[src/sv/ppc_pkg.sv]
// Shared types, widths and codes of the polygon area, perimeter and convexity core.
// Depends on nothing; every other file imports it.
package ppc_pkg;

   localparam int MAX_VERTICES = 1024;
   localparam int COORD_W      = 24;
   localparam int DIFF_W       = COORD_W + 1;
   localparam int PROD_W       = 2 * DIFF_W;
   localparam int CROSS_W      = PROD_W + 1;
   localparam int AREA_ACC_W   = 64;
   localparam int AREA_W       = 59;
   localparam int PERIM_W      = 36;
   localparam int CNT_W        = 11;
   localparam int ROOT_W       = 26;
   localparam int RAD_W        = 2 * ROOT_W;
   localparam int REM_W        = ROOT_W + 3;
   localparam int STEP_W       = 5;
   localparam int Q_DEPTH      = 4;
   localparam int Q_PTR_W      = 2;

   typedef struct packed {
      logic signed [COORD_W-1:0] vertex_x;
      logic signed [COORD_W-1:0] vertex_y;
      logic                      last_vertex;
   } req_item_type;

   typedef struct packed {
      logic [AREA_W-1:0]  area_abs;
      logic [PERIM_W-1:0] perimeter_len;
      logic               is_convex;
      logic [CNT_W-1:0]   vertex_count;
      logic               too_many;
   } rsp_item_type;

   typedef enum logic [1:0] {
      VK_FIRST,
      VK_SECOND,
      VK_LATER
   } vkind_type;

   typedef struct packed {
      logic signed [COORD_W-1:0] x;
      logic signed [COORD_W-1:0] y;
   } pt_type;

   typedef struct packed {
      pt_type           pt;
      logic             last;
      logic             keep;
      vkind_type        kind;
      logic [CNT_W-1:0] n;
      logic             ovf;
   } q_entry_type;

   typedef enum logic [3:0] {
      ST_IDLE,
      ST_DISPATCH,
      ST_EDGE_MUL,
      ST_SQ_GO,
      ST_SQ_WAIT,
      ST_AREA_MUL,
      ST_AREA_ADD,
      ST_TURN_MUL,
      ST_TURN_CHK,
      ST_ADVANCE,
      ST_CLOSE,
      ST_CT1_MUL,
      ST_CT1_CHK,
      ST_CT2_MUL,
      ST_CT2_CHK,
      ST_OUT
   } back_state_type;

endpackage

[src/sv/ppc_front.sv]
// Front part: accepts vertices, counts them per polygon and tags each for the back part.
// Depends on ppc_pkg.
module ppc_front import ppc_pkg::*; (
   input  logic         clock,
   input  logic         reset,
   input  logic         req_valid,
   output logic         req_stall,
   input  req_item_type req_item,
   input  logic         q_full,
   output logic         q_push,
   output q_entry_type  q_entry
);

   logic [CNT_W-1:0] count_ff, count_in;
   logic             ovf_ff, ovf_in;
   logic             keep;

   assign req_stall = q_full;
   assign q_push    = req_valid && !q_full;
   assign keep      = count_ff < CNT_W'(MAX_VERTICES);

   always_comb begin
      q_entry.pt.x = req_item.vertex_x;
      q_entry.pt.y = req_item.vertex_y;
      q_entry.last = req_item.last_vertex;
      q_entry.keep = keep;
      if (count_ff == CNT_W'(0)) begin
         q_entry.kind = VK_FIRST;
      end else if (count_ff == CNT_W'(1)) begin
         q_entry.kind = VK_SECOND;
      end else begin
         q_entry.kind = VK_LATER;
      end
      q_entry.n   = keep ? count_ff + CNT_W'(1) : count_ff;
      q_entry.ovf = ovf_ff | !keep;
   end

   // Start over after the last vertex of a polygon.
   always_comb begin
      count_in = count_ff;
      ovf_in   = ovf_ff;
      if (q_push) begin
         if (req_item.last_vertex) begin
            count_in = '0;
            ovf_in   = 1'b0;
         end else begin
            count_in = q_entry.n;
            ovf_in   = q_entry.ovf;
         end
      end
   end

   always_ff @(posedge clock) begin
      if (reset) begin
         count_ff <= '0;
         ovf_ff   <= 1'b0;
      end else begin
         count_ff <= count_in;
         ovf_ff   <= ovf_in;
      end
   end

endmodule

[config.mk]
export PLATFORM = sky130hd
export DESIGN_NAME = ppc_front
export DESIGN_NICKNAME = d
export VERILOG_FILES = /design/src/sv/ppc_pkg.sv /design/src/sv/ppc_front.sv
export SDC_FILE = /design/constraint.sdc
export NUM_CORES = 1
export LEC_CHECK = 0
export ABC_AREA = 1
export BUFFER_PORTS_ARGS = -buffer_cell sky130_fd_sc_hd__clkbuf_2
export CORE_ASPECT_RATIO = 1.75
export CORE_MARGIN = 2
export CORE_UTILIZATION = 39
export DETAILED_ROUTE_END_ITERATION = 10
export PLACE_DENSITY_LB_ADDON = 0.12
export RECOVER_POWER = 50
export SLEW_MARGIN = 15
export SYNTH_ARGS = -nofsm -noshare
export SYNTH_HDL_FRONTEND = slang
export SYNTH_SLANG_ARGS = --single-unit
[constraint.sdc]
create_clock -name clock -period 2.5 [get_ports clock]
set_input_delay 0.375 -clock clock [delete_from_list [all_inputs] [get_ports clock]]
set_output_delay 0.375 -clock clock [all_outputs]
set_load 0.05 [all_outputs]
==> results of run 1 <==
==> registers in the layout, summed over array words and instances, names as in the netlist <==
signal / count
count_ff: 11
ovf_ff: 1
==> worst min-delay path, stage by stage (launching register included) <==
cell and delay [ns]:
dfxtp_1 0.32, nand2_1 0.07, a21oi_1 0.05
==> metal layers <==
metal  share of wire (%)  global-route usage [%]  vias up  wire length, um
met5                   0                       0        -                0
met4                 6.1                    12.9        0              159
met3                 8.2                    3.22       28              212
met2                  51                    24.0       41             1320
met1                  35                    15.7      390              901
li1                    -                       -      446                -
==> stage by stage <==
| step | power (mW) | area, sq um |
|---|---|---|
| 2_1_floorplan | 0.442 | 1230 |
| 3_3_place_gp | 0.246 | 990 |
| 3_5_place_dp | 0.246 | 990 |
| 4_1_cts | 0.428 | 1030 |
| 5_1_grt | 0.435 | 1030 |
| 6_report | 0.417 | 1030 |
==> area by class of cell <==
| class | instances | share of cell area, % |
|---|---|---|
| flip-flops and latches | 12 | 23.3 |
| clock buffers | 3 | 4.00 |
| inverters | 19 | 6.92 |
| multi-input cells | 93 | 49.3 |
| repair buffers | 23 | 11.4 |
| well taps | 42 | 5.10 |
==> power groups by stage <==
stage | Clock (mW) | Combinational (mW) | Sequential, mW
2_1_floorplan | 0 | 0.244 | 0.198
3_3_place_gp | 0 | 0.0481 | 0.198
3_5_place_dp | 0 | 0.0480 | 0.198
4_1_cts | 0.186 | 0.0480 | 0.194
5_1_grt | 0.190 | 0.0506 | 0.194
6_report | 0.175 | 0.0476 | 0.194
==> placed cells by master, fill, tap and decap left out, drive strengths merged <==
cell / netlist / routed
nand4: 6 / 6
clkbuf: 2 / 25
xor2: 2 / 2
a22oi: 1 / 1
and2: 1 / 1
o21bai: 2 / 2
a21oi: 11 / 11
o21ai: 3 / 3
buf: 53 / 1
xnor2: 1 / 1
ha: 3 / 3
nand3: 8 / 8
nand3b: 1 / 1
nor2: 13 / 13
inv: 19 / 19
nor4b: 1 / 1
or2: 1 / 1
nand2: 39 / 39
dfxtp: 12 / 12
==> final timing paths <==
| check | cells after the start | slack, ns | startpoint | to |
|---|---|---|---|---|
| worst max-delay path | 8 | 0.36 | count_ff[0] | q_entry[7] |
| worst min-delay path | 2 | 0.49 | ovf_ff | ovf_ff |
| worst max register to register | 7 | 1.08 | count_ff[0] | count_ff[6] |
| worst min register to register | 2 | 0.49 | ovf_ff | ovf_ff |
==> synthesized netlist by cell type <==
cell,instances
a21oi_1,10
a21oi_2,1
a22oi_1,1
and2_1,1
buf_4,52
buf_6,1
clkbuf_1,2
dfxtp_1,12
ha_1,3
inv_1,17
inv_2,2
nand2_1,38
nand2_4,1
nand3_1,8
nand3b_1,1
nand4_1,6
nor2_1,10
nor2_2,1
nor2_4,2
nor4b_1,1
o21ai_0,2
o21ai_1,1
o21bai_1,2
or2_2,1
xnor2_1,1
xor2_2,2
==> logic make-up after synthesis <==
group,after synthesis,synth area share (%)
AO/OA/AOI/OAI,17,7.88
adder cells (fa/ha/maj),3,3.07
buffers and inverters,74,39.3
AND/OR/NAND/NOR,70,26.7
flip-flops,12,19.7
XOR/XNOR,3,3.38
==> out/summary.txt, run 1 <==
Clock Latency Late Sink: 0.24 ns
Crit path required time: 2.12 ns
Hold/Removal Path Class: flip-flop to flip-flop
Tcrit/Tclk final: 85.6%
Critical Path, Cell by Cell: ha_1 > inv_1 > nor2_1 > nand2_1 > o21bai_1 > nand2_1 > inv_1 > clkbuf_2
Final worst slack: 0.360 ns
Final #Nets: 208
Crit-path leading delay family: flip-flops
Area delta synth->final: -15.7%
WL final: 2.60 mm
Switching power: 0.107 mW
CTS H-tree depth: 1
Sequential share of power: 46.5%
Vias per Instance: 4.71
Hold Slack: 0.491 ns
Area of the multi-input gates: 508 sq um
IO buf count: 22
Io pins: 119
CTS max path bufs: 2
DR pass1 iterations: 4
Crit Path Class: flip-flop to output pin
Post-synthesis net count: 235
Cells after Synth: 179
Clock share of power: 42.1%
Internal power: 0.310 mW
Worst path slowest cell: dfxtp_1
Max Transition Viols Final: 0
Clk sinks: 12
Synth Register Bits: 12
Largest cells by area after synthesis: buf_4 32%, dfxtp_1 20%, nand2_1 12%
CTS tree: yes
# diodes: 0
Die ar.: 3620 sq um
Data arrival, critical path: 1.77 ns
CTS buffer count: 3
Vias in the first global route: 882
Pre-CTS WS: 0.606 ns
Final Skew: 0.00363 ns
Largest net degree at the start of global routing: 13
Fill count: 332
Max Fclk: 467 MHz
Post-CTS Resized: 0
Placed cells: 189
Slew @ Worst Pin: 0.294 ns
CTS clock-pin slew for the worst setup and hold paths: 0.05 ns
Iter 0 DRT Violations: 20
Synth cell types: 26
FF/Latch Area: 240 sq um
DR DRC count: 0
CP endpoint kind: output pin
Final GP Congestion: 0.783
Yosys top cell by area: buf_4
Peak VDD IR: 0.184 mV
MaxCap Viol Count: 0
Minimum clock period: 2.14 ns
Startpoint types: flip-flop
Die height: 78.1 um
P_leak: 0.457 nW
Gr ovfl total: 0
Yosys warnings: 0
Top cell type's share of synthesized area: 31.9%
Setup Viol. Count Final: 0
Rows: 26
ANT nets after route: 0
Vias: 905
Final Hold Fails: 0
Postcts setup bufs: 0
Mapped cell area: 1220 sq um
Status: finished clean
Count of non-filler cells in the finished layout: 192
Critical Path Fanout Max: 6
Core ar.: 2960 sq um
Switching Share: 25.7%
Seq/Total Area, Yosys: 19.7%
HPWL after DPL: 2.02 mm
Sum Neg Setup Slack: 0 ns
Slew margin rel.: 80.4%
Clock root cell: clkbuf_8
GRT Overall Usage: 15.1%
Worst stage delay on the critical path: 0.44 ns
Initial Util: 41.3%
WP buf/inv: 3
Wire length per cell: 13.5 um
Pwr Density: 404 nW/um^2
Share of cells above drive strength 1: 24.7%
First-pass GRT wire length: 4.04 mm
Cts hold-fix bufs: 0
Initial antenna violation count: 0
Final core utilization: 34.8%
Comb pwr share: 11.4%
Die X: 46.3 um
Average size of a mapped cell: 6.83 sq um
Unrepaired setup endpoints after global routing: false
(Power assumes the default switching activity.)
==> run 2, diff against run 1 <==
--- a/config.mk
+++ b/config.mk
@@ -8,11 +8,10 @@
 export ABC_AREA = 1
 export BUFFER_PORTS_ARGS = -buffer_cell sky130_fd_sc_hd__clkbuf_2
 export CORE_ASPECT_RATIO = 1.75
-export CORE_MARGIN = 2
 export CORE_UTILIZATION = 39
 export DETAILED_ROUTE_END_ITERATION = 10
 export PLACE_DENSITY_LB_ADDON = 0.12
-export RECOVER_POWER = 50
+export RECOVER_POWER = 25
 export SLEW_MARGIN = 15
 export SYNTH_ARGS = -nofsm -noshare
 export SYNTH_HDL_FRONTEND = slang
==> out/summary.txt, run 2 (same netlist as run 1, synthesis figures left out) <==
CTS H-tree depth: 1 (unchanged)
Slew margin rel.: 80.0% (-0.40 points)
ANT nets after route: 0 (unchanged)
HPWL after DPL: 2.11 mm (+4.3%)
Data arrival, critical path: 1.83 ns (+0.06 ns)
Status: finished clean
Fill count: 339 (+2.1%)
CTS max path bufs: 2 (unchanged)
Hold/Removal Path Class: input pin to flip-flop
Io pins: 119 (unchanged)
Top reg by flops: count_ff
Slew @ Worst Pin: 0.300 ns (+0.00597 ns)
Minimum clock period: 2.20 ns (+0.0646 ns)
Final #Nets: 208 (unchanged)
# diodes: 0 (unchanged)
Peak VDD IR: 0.239 mV (+30%)
DR DRC count: 0 (unchanged)
Die height: 76.1 um (-2.6%)
Vias per Instance: 4.82 (+2.2%)
Share of cells above drive strength 1: 24.7% (unchanged)
P_leak: 0.457 nW (unchanged)
Die X: 44.3 um (-4.3%)
Initial Util: 41.3% (unchanged)
CTS tree: yes
Area of the multi-input gates: 508 sq um (unchanged)
Clk sinks: 12 (unchanged)
Vias in the first global route: 990 (+12%)
Iter 0 DRT Violations: 30 (+50%)
Post-CTS Resized: 0 (unchanged)
Wire length per cell: 14.4 um (+6.3%)
Max Transition Viols Final: 0 (unchanged)
Final Hold Fails: 0 (unchanged)
Gr ovfl total: 0 (unchanged)
HP Start: reset
CP endpoint kind: output pin
Crit path required time: 2.12 ns (about the same)
Max reg flops: 11 (unchanged)
FF/Latch Area: 240 sq um (unchanged)
WL final: 2.76 mm (+6.3%)
Initial antenna violation count: 0 (unchanged)
Die ar.: 3370 sq um (-6.8%)
Max Fclk: 454 MHz (-2.9%)
Rows: 26 (unchanged)
Largest net degree at the start of global routing: 13 (unchanged)
Core ar.: 2960 sq um (unchanged)
Cts hold-fix bufs: 0 (unchanged)
Commonest non-fill, non-tap cell in the layout: nand2_1
Sum Neg Setup Slack: 0 ns (unchanged)
Setup Viol. Count Final: 0 (unchanged)
Top Registers: count_ff: 11 flops, ovf_ff: 1 flops
MaxCap Viol Count: 0 (unchanged)
First-pass GRT wire length: 4.48 mm (+11%)
Tcrit/Tclk final: 88.2% (+2.6 points)
Reg2reg start: count_ff[0]
Clock Latency Late Sink: 0.25 ns (about the same)
Pwr Density: 414 nW/um^2 (+2.4%)
IO buf count: 22 (unchanged)
CTS buffer count: 3 (unchanged)
Critical Path Fanout Max: 6 (unchanged)
Startpoint types: flip-flop
Area delta synth->final: -15.7% (unchanged)
GRT Overall Usage: 17.9% (+2.7 points)
Critical Path Start: count_ff[0]
Final GP Congestion: 0.790 (+0.93%)
Post-layout power: 0.427 mW (+2.4%)
Unrepaired setup endpoints after global routing: false
Clock root cell: clkbuf_8
Final Skew: 0.00401 ns (+0.000388 ns)
Vias: 925 (+2.2%)
CTS clock-pin slew for the worst setup and hold paths: 0.06 ns (about the same)
Crit Path Class: flip-flop to output pin
Commonest cells after routing, fill and taps aside: 38 x nand2_1, 22 x clkbuf_2, 17 x inv_1
DR pass1 iterations: 4 (unchanged)
Postcts setup bufs: 0 (unchanged)
==> run 2: cell counts in the layout (fill, tap and decap cells not counted) <==
Identical to the previous run, type by type.
==> run 2: area by class of cell <==
type / instances / area share, %
Sequential cell: 12 / 23.3
Multi-Input combinational cell: 93 / 49.3
Clock buffer: 3 / 4.00
Timing Repair Buffer: 23 / 11.4
Inverter: 19 / 6.92
Tap cell: 42 / 5.10
==> run 2: path summary, 6_finish.rpt <==
kind	to	slack [ns]	depth (start not counted)
worst max-delay path	q_entry[7]	0.30	8
worst min-delay path	count_ff[4]	0.49	2
worst max register to register	count_ff[8]	1.04	8
worst min register to register	ovf_ff	0.49	2
==> run 2: worst max-delay path: stages (launching register included) <==
cell	delay (ns)
dfxtp_1	0.45
ha_1	0.26
inv_1	0.07
nor2_1	0.15
nand2_1	0.07
o21bai_1	0.18
nand2_1	0.07
inv_1	0.05
clkbuf_2	0.26
==> run 2: metal layers <==
layer | up-vias | part of all wire, % | wire [um] | track usage [%]
li1 | 446 | - | - | -
met1 | 414 | 34 | 931 | 16.8
met2 | 44 | 53 | 1450 | 28.5
met3 | 21 | 6.9 | 189 | 4.03
met4 | 0 | 6.9 | 189 | 18.8
met5 | - | 0 | 0 | 0
==> run 2: metrics by stage <==
stage | area (sq um) | setup WS [ns] | utilization, % | hold WS (ns) | cells
after floorplan | 1230 | 0.367 | - | 0.441 | 179
after global placement | 990 | 0.562 | 33.4 | 0.486 | 189
after detailed placement | 990 | 0.560 | 33.4 | 0.486 | 189
after CTS | 1030 | 0.283 | 34.8 | 0.490 | 192
after global routing | 1030 | 0.137 | 34.8 | 0.504 | 192
final | 1030 | 0.295 | 34.8 | 0.487 | 192
==> run 2: where the power goes <==
| group | internal, mW | total (mW) | switching (mW) |
|---|---|---|---|
| combinational | 0.0113 | 0.0474 | 0.0361 |
| clock | 0.107 | 0.186 | 0.0790 |
| sequential | 0.192 | 0.194 | 0.00161 |
