### src/sv/ppc_pkg.sv
// Shared types, widths and codes of the polygon area, perimeter and convexity core.
// Depends on nothing; every other file imports it.
package ppc_pkg;

   localparam int MAX_VERTICES = 1024;
   localparam int COORD_W      = 24;
   localparam int DIFF_W       = COORD_W + 1;
   localparam int PROD_W       = 2 * DIFF_W;
   localparam int CROSS_W      = PROD_W + 1;
   localparam int AREA_ACC_W   = 64;
   localparam int AREA_W       = 59;
   localparam int PERIM_W      = 36;
   localparam int CNT_W        = 11;
   localparam int ROOT_W       = 26;
   localparam int RAD_W        = 2 * ROOT_W;
   localparam int REM_W        = ROOT_W + 3;
   localparam int STEP_W       = 5;
   localparam int Q_DEPTH      = 4;
   localparam int Q_PTR_W      = 2;

   typedef struct packed {
      logic signed [COORD_W-1:0] vertex_x;
      logic signed [COORD_W-1:0] vertex_y;
      logic                      last_vertex;
   } req_item_type;

   typedef struct packed {
      logic [AREA_W-1:0]  area_abs;
      logic [PERIM_W-1:0] perimeter_len;
      logic               is_convex;
      logic [CNT_W-1:0]   vertex_count;
      logic               too_many;
   } rsp_item_type;

   typedef enum logic [1:0] {
      VK_FIRST,
      VK_SECOND,
      VK_LATER
   } vkind_type;

   typedef struct packed {
      logic signed [COORD_W-1:0] x;
      logic signed [COORD_W-1:0] y;
   } pt_type;

   typedef struct packed {
      pt_type           pt;
      logic             last;
      logic             keep;
      vkind_type        kind;
      logic [CNT_W-1:0] n;
      logic             ovf;
   } q_entry_type;

   typedef enum logic [3:0] {
      ST_IDLE,
      ST_DISPATCH,
      ST_EDGE_MUL,
      ST_SQ_GO,
      ST_SQ_WAIT,
      ST_AREA_MUL,
      ST_AREA_ADD,
      ST_TURN_MUL,
      ST_TURN_CHK,
      ST_ADVANCE,
      ST_CLOSE,
      ST_CT1_MUL,
      ST_CT1_CHK,
      ST_CT2_MUL,
      ST_CT2_CHK,
      ST_OUT
   } back_state_type;

endpackage

### src/sv/ppc_queue.sv
// Short register queue between the front and back parts.
// Depends on ppc_pkg.
module ppc_queue import ppc_pkg::*; (
   input  logic        clock,
   input  logic        reset,
   input  logic        push,
   input  q_entry_type push_entry,
   output logic        full,
   input  logic        pop,
   output logic        not_empty,
   output q_entry_type pop_entry
);

   q_entry_type        mem_ff [Q_DEPTH];
   logic [Q_PTR_W-1:0] wr_ff, wr_in, rd_ff, rd_in;
   logic [Q_PTR_W:0]   fill_ff, fill_in;

   assign full      = fill_ff == (Q_PTR_W+1)'(Q_DEPTH);
   assign not_empty = fill_ff != '0;
   assign pop_entry = mem_ff[rd_ff];

   always_comb begin
      wr_in   = push ? wr_ff + Q_PTR_W'(1) : wr_ff;
      rd_in   = pop ? rd_ff + Q_PTR_W'(1) : rd_ff;
      fill_in = fill_ff;
      if (push && !pop) begin
         fill_in = fill_ff + (Q_PTR_W+1)'(1);
      end else if (pop && !push) begin
         fill_in = fill_ff - (Q_PTR_W+1)'(1);
      end
   end

   always_ff @(posedge clock) begin
      if (reset) begin
         wr_ff   <= '0;
         rd_ff   <= '0;
         fill_ff <= '0;
      end else begin
         wr_ff   <= wr_in;
         rd_ff   <= rd_in;
         fill_ff <= fill_in;
      end
   end

   always_ff @(posedge clock) begin
      if (push) begin
         mem_ff[wr_ff] <= push_entry;
      end
   end

   a_no_push_full: assert property (@(posedge clock) disable iff (reset)
      push |-> !full || pop) else $error("push into full queue");
   a_no_pop_empty: assert property (@(posedge clock) disable iff (reset)
      pop |-> not_empty) else $error("pop from empty queue");
   a_fill_bound: assert property (@(posedge clock) disable iff (reset)
      fill_ff <= (Q_PTR_W+1)'(Q_DEPTH)) else $error("queue fill beyond depth");
   a_ptr_gap: assert property (@(posedge clock) disable iff (reset)
      (fill_ff != (Q_PTR_W+1)'(Q_DEPTH)) |-> (wr_ff - rd_ff) == fill_ff[Q_PTR_W-1:0])
      else $error("queue pointers disagree with fill");

endmodule

### config.mk
export PLATFORM = sky130hd
export DESIGN_NAME = ppc_queue
export DESIGN_NICKNAME = d
export VERILOG_FILES = /design/src/sv/ppc_pkg.sv /design/src/sv/ppc_queue.sv
export SDC_FILE = /design/constraint.sdc
export NUM_CORES = 1
export LEC_CHECK = 0
export ABC_AREA = 0
export BUFFER_PORTS_ARGS = -buffer_cell sky130_fd_sc_hd__buf_2
export CAP_MARGIN = 10
export CORE_MARGIN = 2
export CORE_UTILIZATION = 45
export CTS_CLUSTER_SIZE = 12
export DETAILED_ROUTE_END_ITERATION = 6
export HOLD_SLACK_MARGIN = 0.02
export SYNTH_ARGS = -nofsm -noshare
export SYNTH_HDL_FRONTEND = slang
export SYNTH_SLANG_ARGS = --single-unit
### constraint.sdc
create_clock -name clock -period 8.32 [get_ports clock]
set_clock_uncertainty 0.2 [all_clocks]
set_input_delay 1.664 -clock clock [delete_from_list [all_inputs] [get_ports clock]]
set_output_delay 1.664 -clock clock [all_outputs]
set_load 0.01 [all_outputs]
==> run metrics, run 1 <==
largest net degree at the start of global routing=65; worst r2r src=wr_ff[0]; Post-CTS Setup Bufs=0; TNS Setup=0 ns; final hold vios=0; Seq/Total Area, Yosys=80.8%; final hold slack=0.304 ns; Multi-input gate area=1700 µm²; period utilisation layout=55.9%; Clock Path Buffers=3; Worst-Skew Late Latency=0.52 ns; Finished Layout Cells=822; Num CTS Buffers=28; Register Area=slightly below 8000 µm²; DP Area=10600 µm²; htree depth=1; worst r2r dst=mem_ff[1][46]; worst slew pin tran=1.02 ns; max_cap viols=0; CP Cell Sequence=buf_4, mux4_1, buf_2; FF-to-FF path depth=2; worst setup path end=pop_entry[50]; total grt overflow=0; fmax=215 MHz; synthesized area=slightly below 10000 µm²; First DRT Iteration DRCs=263; Worst Setup End Kind=primary output; full die area=22800 µm²; core area=21200 µm²; area leader, netlist=edfxtp_1; Crit. path cell count=3; Arr. time, crit path=roughly 2.8 ns; final setup fails=0; WP buf/inv=2; Crit Path Category=register to primary output; row count=53; IO Port Bufs=133; status=complete, no violations; Root Driver=clkbuf_16; post-layout util=54.1%; leakage=3.86 nW; final worst slack=3.67 ns; Slowest cell on crit path=buf_4; Final ANT Viol Nets=0; layout cell share with drive strength beyond 1=43.2%; HPWL Detailed=9.49 mm; DRT Pass-1 Iters=4; Worst R2R Setup Slack=roughly 6.3 ns; Initial Util=46.0%; gr usage total=approximately 15%; slew margin rel.=32.1%; VDD IR max=0.182 mV; initial antenna violation count=2; Die H=151 µm; die width=151 µm; Critical Path RT=6.46 ns; most frequent cells after synthesis=256 x edfxtp_1, 60 x mux4_2, 9 x dfxtp_1, 7 x nor2_1; dpl cells=about 770; post-route total power=2.95 mW; wire length of the first global-routing pass=25.7 mm; Max FO, Critical Path=39; most frequent cell after synthesis=edfxtp_1; Worst Hold Class=register to register; fill count=between 1500 and 2000; RSZ-0062 raised after global routing=false; WL final=approximately 17 mm; PwrDens=258 nW/µm²; number of synthesized flops with an enable pin=256; Post-CTS Hold Buffers=0; fin. max-slew vios=0; fin area=11400 µm²; synth warn=0; Syn Nets=roughly 450; routed vias=4294; I/O pin cnt=134; post-synthesis cell type count=22; #FFs+latches synth=265; layout net count=between 600 and 700; ranking of synthesized cells by area=edfxtp_1 79%, mux4_2 14%, dfxtp_1 1.8%; vias per cell=roughly 5.2; crit path launch type=register; area grow syn2layout=17.5%; CTS tree=built; clk slew on worst S/H paths=0.06 ns; critical path's top delay family=buffers and inverters; Synth top area share=78.9%; Final Wtd Congestion=0.655; DRC Markers=0; ys async rst share=0%; min cycle time layout=4.65 ns; drt wl/cell=20.8 µm; vias in the first global route=4646; Post-synth top flop=edfxtp_1; cells after synthesis=roughly 380; Resize count post-CTS=0; Sink Count=265; post-synthesis area per instance=25.8 µm²; largest stage delay on the critical path=0.72 ns; setup slack at placement=4.09 ns
==> cells by family (layout without fill, tap and decap cells) <==
logic type	count (synthesis)	after routing	share of synthesized area, %
flip-flops	265	265	80.8
multiplexers	66	66	15.2
buffers and inverters	19	187	1.90
AND/OR/NAND/NOR	15	15	0.771
adder cells (fa/ha/maj)	6	6	0.848
XOR/XNOR	5	5	0.450
AO/OA/AOI/OAI	2	2	0.103
other	0	1	0
==> area by class of cell <==
cell class                 instances  area share [%]
tap                              275            3.01
clock buffer                      43            7.06
multi-input combinational         94            14.8
timing repair buffer             134            5.88
antenna                            1          0.0219
inverter                           4           0.131
clock inverter                     6           0.273
sequential                       265            68.8
==> flip-flops by register name, summed over array words and instances, names as in the netlist, named ones only <==
| signal | flops |
|---|---|
| wr_ff | 2 |
| mem_ff | 256 |
| rd_ff | 2 |
| fill_ff | 3 |
==> power breakdown <==
| group | switching (mW) | internal [mW] | leakage [nW] |
|---|---|---|---|
| clock network | 0.464 | 0.663 | 0.411 |
| logic | 0.130 | 0.124 | 1.03 |
| registers | 0.0335 | 1.53 | 2.43 |
==> worst reg2reg max path: cells and delay by family, from the launching register on <==
kind | cells | cell delay (ns)
adder cells (fa/ha/maj) | 1 | 0.17
flip-flops | 1 | 0.40
AND/OR/NAND/NOR | 1 | 0.80
==> worst min-delay path by stage <==
stage,cells past startpoint,from,slack [ns],end
floorplan,2,fill_ff[2],0.26,fill_ff[2]
global placement,2,fill_ff[2],0.27,fill_ff[2]
detailed placement,2,fill_ff[2],0.31,fill_ff[2]
CTS,2,fill_ff[2],0.32,fill_ff[2]
global route,2,fill_ff[2],0.33,fill_ff[2]
finish,2,fill_ff[2],0.30,fill_ff[2]
==> layout by cell type (no fill, tap or decap), drive strengths merged, types with 2 or more instances in the layout <==
cell and n:
inv 5, or3 2, buf 134, nor2 7, edfxtp 256, xor2 3, mux4 64, dfxtp 9
xnor2 2, mux2i 2, and2 4, clkinv 5, ha 5, clkbuf 43
==> per-layer routing <==
metal	up-vias	part of all wire (%)	global-route usage [%]
li1	1911	-	-
met1	2243	41	18.8
met2	112	51	26.6
met3	26	6.3	4.16
met4	2	1.9	3.32
met5	-	0.041	0
Note: power is estimated with default switching activity, not from simulation.
==> run 2, diff against run 1 <==
--- a/config.mk
+++ b/config.mk
@@ -5,7 +5,7 @@
 export SDC_FILE = /design/constraint.sdc
 export NUM_CORES = 1
 export LEC_CHECK = 0
-export ABC_AREA = 0
+export ABC_AREA = 1
 export BUFFER_PORTS_ARGS = -buffer_cell sky130_fd_sc_hd__buf_2
 export CAP_MARGIN = 10
 export CORE_MARGIN = 2
@@ -13,6 +13,7 @@
 export CTS_CLUSTER_SIZE = 12
 export DETAILED_ROUTE_END_ITERATION = 6
 export HOLD_SLACK_MARGIN = 0.02
+export PLACE_DENSITY = 0.67
 export SYNTH_ARGS = -nofsm -noshare
 export SYNTH_HDL_FRONTEND = slang
 export SYNTH_SLANG_ARGS = --single-unit
==> constraint.sdc (replaced) <==
create_clock -name clock -period 4 [get_ports clock]
set_clock_uncertainty 0.2 [all_clocks]
set_input_delay 0.8 -clock clock [delete_from_list [all_inputs] [get_ports clock]]
set_output_delay 0.8 -clock clock [all_outputs]
set_load 0.01 [all_outputs]
==> run metrics, run 2 <==
clock power share=between 30% and 40%; most frequent cells after synthesis=256 x edfxtp_1, 135 x nor2_1, 77 x o21ai_0, 64 x o22ai_1, 56 x o21ai_1; synthesized area=9950 µm²; max reg flops=256; Slowest cell on crit path=buf_4; IO Port Bufs=133; status=complete, no violations; WL final=20.1 mm; fin. max-slew vios=0; synth warn=0; Post-CTS Setup Bufs=0; initial antenna violation count=2; cells after synthesis=678; CTS tree=built; die width=153 µm; Worst-Skew Late Latency=about 0.52 ns; final hold slack=roughly 0.24 ns; drt wl/cell=18.0 µm; slew margin rel.=49.1%; Post-CTS Hold Buffers=0; Most flops, register=mem_ff; Final Wtd Congestion=0.707; clk slew on worst S/H paths=0.06 ns; ranking of synthesized cells by area=edfxtp_1 77%, nor2_1 5.1%, o22ai_1 4.0%; Post-synth top flop=edfxtp_1; Synth top area share=77.3%; layout net count=888; TNS Setup=0 ns; First DRT Iteration DRCs=around 380; gr usage total=16.8%; number of synthesized flops with an enable pin=approximately 260; #FFs+latches synth=approximately 270; RSZ-0062 raised after global routing=false; PwrDens=531 nW/µm²; Finished Layout Cells=between 1000 and 1500; Psw=1.37 mW; Die H=153 µm; DRC Markers=0; HPWL Detailed=11.0 mm; Sw Ratio=22.0%; Max FO, Critical Path=64; min cycle time layout=around 3.2 ns; internal power=4.87 mW; fmax=between 300 and 400 MHz; Crit Path Category=register to primary output; Comb power frac=between 8 and 9%; post-synthesis area per instance=14.7 µm²; vias per cell=around 5.3; wire length of the first global-routing pass=31.4 mm; CP Cell Sequence=buf_4, o21ai_0, o22ai_1, buf_2; Final ANT Viol Nets=0; Syn Nets=752; worst slew pin tran=0.763 ns; Num CTS Buffers=28; core area=~22000 µm²; area leader, netlist=edfxtp_1; Sink Count=265; final setup fails=0; fill count=1776; period utilisation layout=79.7%; largest stage delay on the critical path=0.58 ns; DRT Pass-1 Iters=5; most common cell after layout, fill and taps aside=edfxtp_1; post-layout util=54.0%; Seq/Total Area, Yosys=79.1%; full die area=23300 µm²; commonest non-fill, non-tap cells in the layout=256 x edfxtp_1, 135 x nor2_1, 133 x buf_2; crit path launch type=register; largest net degree at the start of global routing=approximately 130; vias in the first global route=between 5000 and 6000; area grow syn2layout=18.1%; Worst Setup End Kind=primary output; dpl cells=1064; layout cell share with drive strength beyond 1=23.1%; Resize count post-CTS=0; VDD IR max=0.352 mV; Root Driver=clkbuf_16; Initial Util=a little under half; leakage=4.16 nW; Critical Path RT=3.00 ns; htree depth=1; I/O pin cnt=about 130; post-synthesis cell type count=22; final hold vios=0; ys async rst share=0%; Largest regs=mem_ff (256), fill_ff (3); routed vias=5879; Clock Path Buffers=3; Arr. time, crit path=about 2.2 ns; max_cap viols=0; post-route total power=around 6.2 mW; Worst Hold Class=primary input to register; most frequent cell after synthesis=edfxtp_1; total grt overflow=0; row count=54; Reg power frac=between 50% and 60%
[run 2: changes by cell type in the layout (fill, tap and decap cells not counted), moves of 56 or more]
cell,previous run,this run
mux4_2,60,0
nor2_1,7,135
o21ai_0,1,77
o21ai_1,0,56
o22ai_1,0,64
[run 2: metal layers]
metal	wire [µm]	track usage, %	part of all wire, %	vias up
met5	13	0	0.065	-
met4	270	3.97	1.3	2
met3	1420	4.01	7.1	26
met2	9430	27.5	47	176
met1	8970	23.1	45	2853
li1	-	-	-	2822
[run 2: power by group through the flow]
stage / clock network, mW / registers, mW / logic (mW)
6_report: 2.49 / 3.20 / 0.556
5_1_grt: 2.63 / 3.21 / 0.620
4_1_cts: 2.53 / 3.20 / 0.564
3_5_place_dp: 0 / 3.26 / 0.562
3_3_place_gp: 0 / 3.26 / 0.552
2_1_floorplan: 0 / 3.26 / 0.328
[run 2: path summary, 6_finish.rpt]
kind	startpoint	end	slack (ns)	cells after the start
worst max-delay path	register	pop_entry[1]	0.81	4
worst min register to register	rd_ff[1]	register	0.28	1
worst max register to register	wr_ff[0]	mem_ff[0][45]	1.89	5
worst min-delay path	reset	fill_ff[0]	0.24	2
[run 2: cell type report]
cell class	instances	area (µm²)	share of cell area (%)
diodes	2	5.00	0.0426
clock buffers	49	861	7.32
clock inverters	3	43.8	0.373
inverters	17	66.3	0.564
multi-input cells	355	1730	14.7
flip-flops and latches	265	7870	67.0
well taps	280	350	2.98
repair buffers	147	821	6.98
[run 2: stage by stage]
step / instance area (µm²) / setup WS [ns]
after detailed placement: 10800 / 1.41
final: 11800 / 0.812
after global routing: 11700 / 0.691
after CTS: 11700 / 0.838
after global placement: 10800 / 1.44
after floorplan: 9950 / 1.30
[run 2: kinds of logic after synthesis]
kind of cell | after synthesis | synth area share [%]
buffers and inverters | 58 | 3.51
XOR/XNOR | 1 | 0.0880
adder cells (fa/ha/maj) | 6 | 0.830
AO/OA/AOI/OAI | 200 | 10.9
flip-flops | 265 | 79.1
AND/OR/NAND/NOR | 148 | 5.63
[run 2: critical path, delay by kind of cell, from the launching register on]
kind / cells / cell delay (ns)
DFF: 1 / 0.33
AOI/OAI and AO/OA: 2 / 0.55
buffers and inverters: 2 / 0.78
==> run 3, diff against run 2 <==
--- a/config.mk
+++ b/config.mk
@@ -5,7 +5,7 @@
 export SDC_FILE = /design/constraint.sdc
 export NUM_CORES = 1
 export LEC_CHECK = 0
-export ABC_AREA = 1
+export ABC_AREA = 0
 export BUFFER_PORTS_ARGS = -buffer_cell sky130_fd_sc_hd__buf_2
 export CAP_MARGIN = 10
 export CORE_MARGIN = 2
@@ -13,7 +13,6 @@
 export CTS_CLUSTER_SIZE = 12
 export DETAILED_ROUTE_END_ITERATION = 6
 export HOLD_SLACK_MARGIN = 0.02
-export PLACE_DENSITY = 0.67
 export SYNTH_ARGS = -nofsm -noshare
 export SYNTH_HDL_FRONTEND = slang
 export SYNTH_SLANG_ARGS = --single-unit
==> constraint.sdc (replaced) <==
create_clock -name clock -period 3 [get_ports clock]
set_clock_uncertainty 0.2 [all_clocks]
set_input_delay 0.6 -clock clock [delete_from_list [all_inputs] [get_ports clock]]
set_output_delay 0.6 -clock clock [all_outputs]
set_load 0.01 [all_outputs]
==> run metrics, run 3 (synthesized netlist as in run 1, its figures left out) <==
status=complete, no violations; Num CTS Buffers=27; fin area=11500 µm²; commonest non-fill, non-tap cells in the layout=256 x edfxtp_1, 133 x buf_2, 60 x mux4_2; vias in the first global route=4689; area grow syn2layout=18.6%; full die area=22800 µm²; htree depth=1; DRC Markers=0; max reg flops=256; Worst R2R Setup Slack=1.12 ns; RSZ-0062 raised after global routing=false; DRT Pass-1 Iters=5; final setup fails=0; DP Area=between 10000 and 15000 µm²; max_cap viols=0; Die H=151 µm; Sink Count=265; leakage=3.92 nW; fmax=about 350 MHz; Most flops, register=mem_ff; Worst-Skew Late Latency=a little over 0.5 ns; Worst Hold Class=primary input to register; WL final=17.0 mm; final hold vios=0; First DRT Iteration DRCs=222; PwrDens=about 700 nW/µm²; Final Wtd Congestion=0.668; layout net count=614; layout cell share with drive strength beyond 1=approximately 44%; core area=21200 µm²; I/O pin cnt=134; Initial Util=a little under half; Arr. time, crit path=2.09 ns; Resize count post-CTS=0; most common cell after layout, fill and taps aside=edfxtp_1; HPWL Detailed=approximately 11 mm; IO Port Bufs=133; clk slew on worst S/H paths=0.06 ns; initial antenna violation count=1; drt wl/cell=20.6 µm; Post-CTS Setup Bufs=0; Max FO, Critical Path=35; Final ANT Viol Nets=0; fill count=1624; Root Driver=clkbuf_16; total grt overflow=0; slew margin rel.=between 60% and 70%; VDD IR max=0.464 mV; fin. max-slew vios=0; Clock Path Buffers=3; min cycle time layout=2.89 ns; Critical Path RT=between 2 and 2.5 ns; wire length of the first global-routing pass=around 26 mm; die width=roughly 150 µm; worst slew pin tran=0.495 ns; Post-CTS Hold Buffers=0; routed vias=4338; CTS tree=built; largest net degree at the start of global routing=36; vias per cell=5.25; Largest regs=mem_ff (256), fill_ff (3); row count=53; Crit Path Category=register to primary output; TNS Setup=0 ns; crit path launch type=register; gr usage total=about 15%; Worst Setup End Kind=primary output; period utilisation layout=a little over nine tenths
-- run 3: changes by cell type in the layout (fill, tap and decap cells not counted), sizes merged, moves of 4 or more --
cell / delta
o21ai: -132
nor2: -128
mux4: +64
o22ai: -64
clkbuf: -17
inv: -14
nand2: -9
clkinv: +5
and2: +4
-- run 3: area by class of cell --
type	count	area [µm²]	share of cell area, %
antenna	1	2.50	0.0217
clock buffer	32	694	6.01
clock inverter	7	55.1	0.477
inverter	4	15.0	0.130
multi-input combinational	94	1700	14.7
sequential	265	7880	68.2
tap	275	344	2.98
timing repair buffer	148	866	7.50
-- run 3: layer usage --
metal / part of all wire (%) / vias to the layer above / global-route usage (%)
li1: - / 1932 / -
met1: 41 / 2256 / 20.0
met2: 51 / 120 / 25.5
met3: 6.5 / 30 / 3.40
met4: 1.8 / 0 / 3.97
met5: 0 / - / 0
-- run 3: metrics by stage --
step	util, %	hold WS [ns]	worst slack (ns)	cells	power [mW]
6_report	54.6	0.0975	0.112	826	8.01
5_1_grt	54.6	0.0730	0.00581	825	8.33
4_1_cts	54.6	0.0744	0.0507	825	8.13
3_5_place_dp	51.0	0.301	0.609	786	5.19
3_3_place_gp	51.0	0.274	0.615	786	5.16
2_1_floorplan	-	0.261	0.265	378	4.87
-- run 3: power by group --
part	internal, mW	leakage, nW	switching [mW]
clock network	1.70	0.367	1.22
registers	4.25	2.43	0.0644
logic	0.376	1.12	0.397
total	6.32	3.92	1.69
-- run 3: path summary, 6_finish.rpt --
path	to	start	cells after the start
setup reg to reg	mem_ff[0][27]	wr_ff[0]	4
setup / recovery	pop_entry[60]	register	3
hold reg to reg	fill_ff[2]	fill_ff[2]	2
hold / removal	mem_ff[2][46]	push_entry[46]	1
-- run 3: critical path, cell delays in order, from the launching register on --
cell and delay [ns]:
dfxtp_4 0.46, buf_12 0.30, mux4_1 0.61, buf_2 0.16
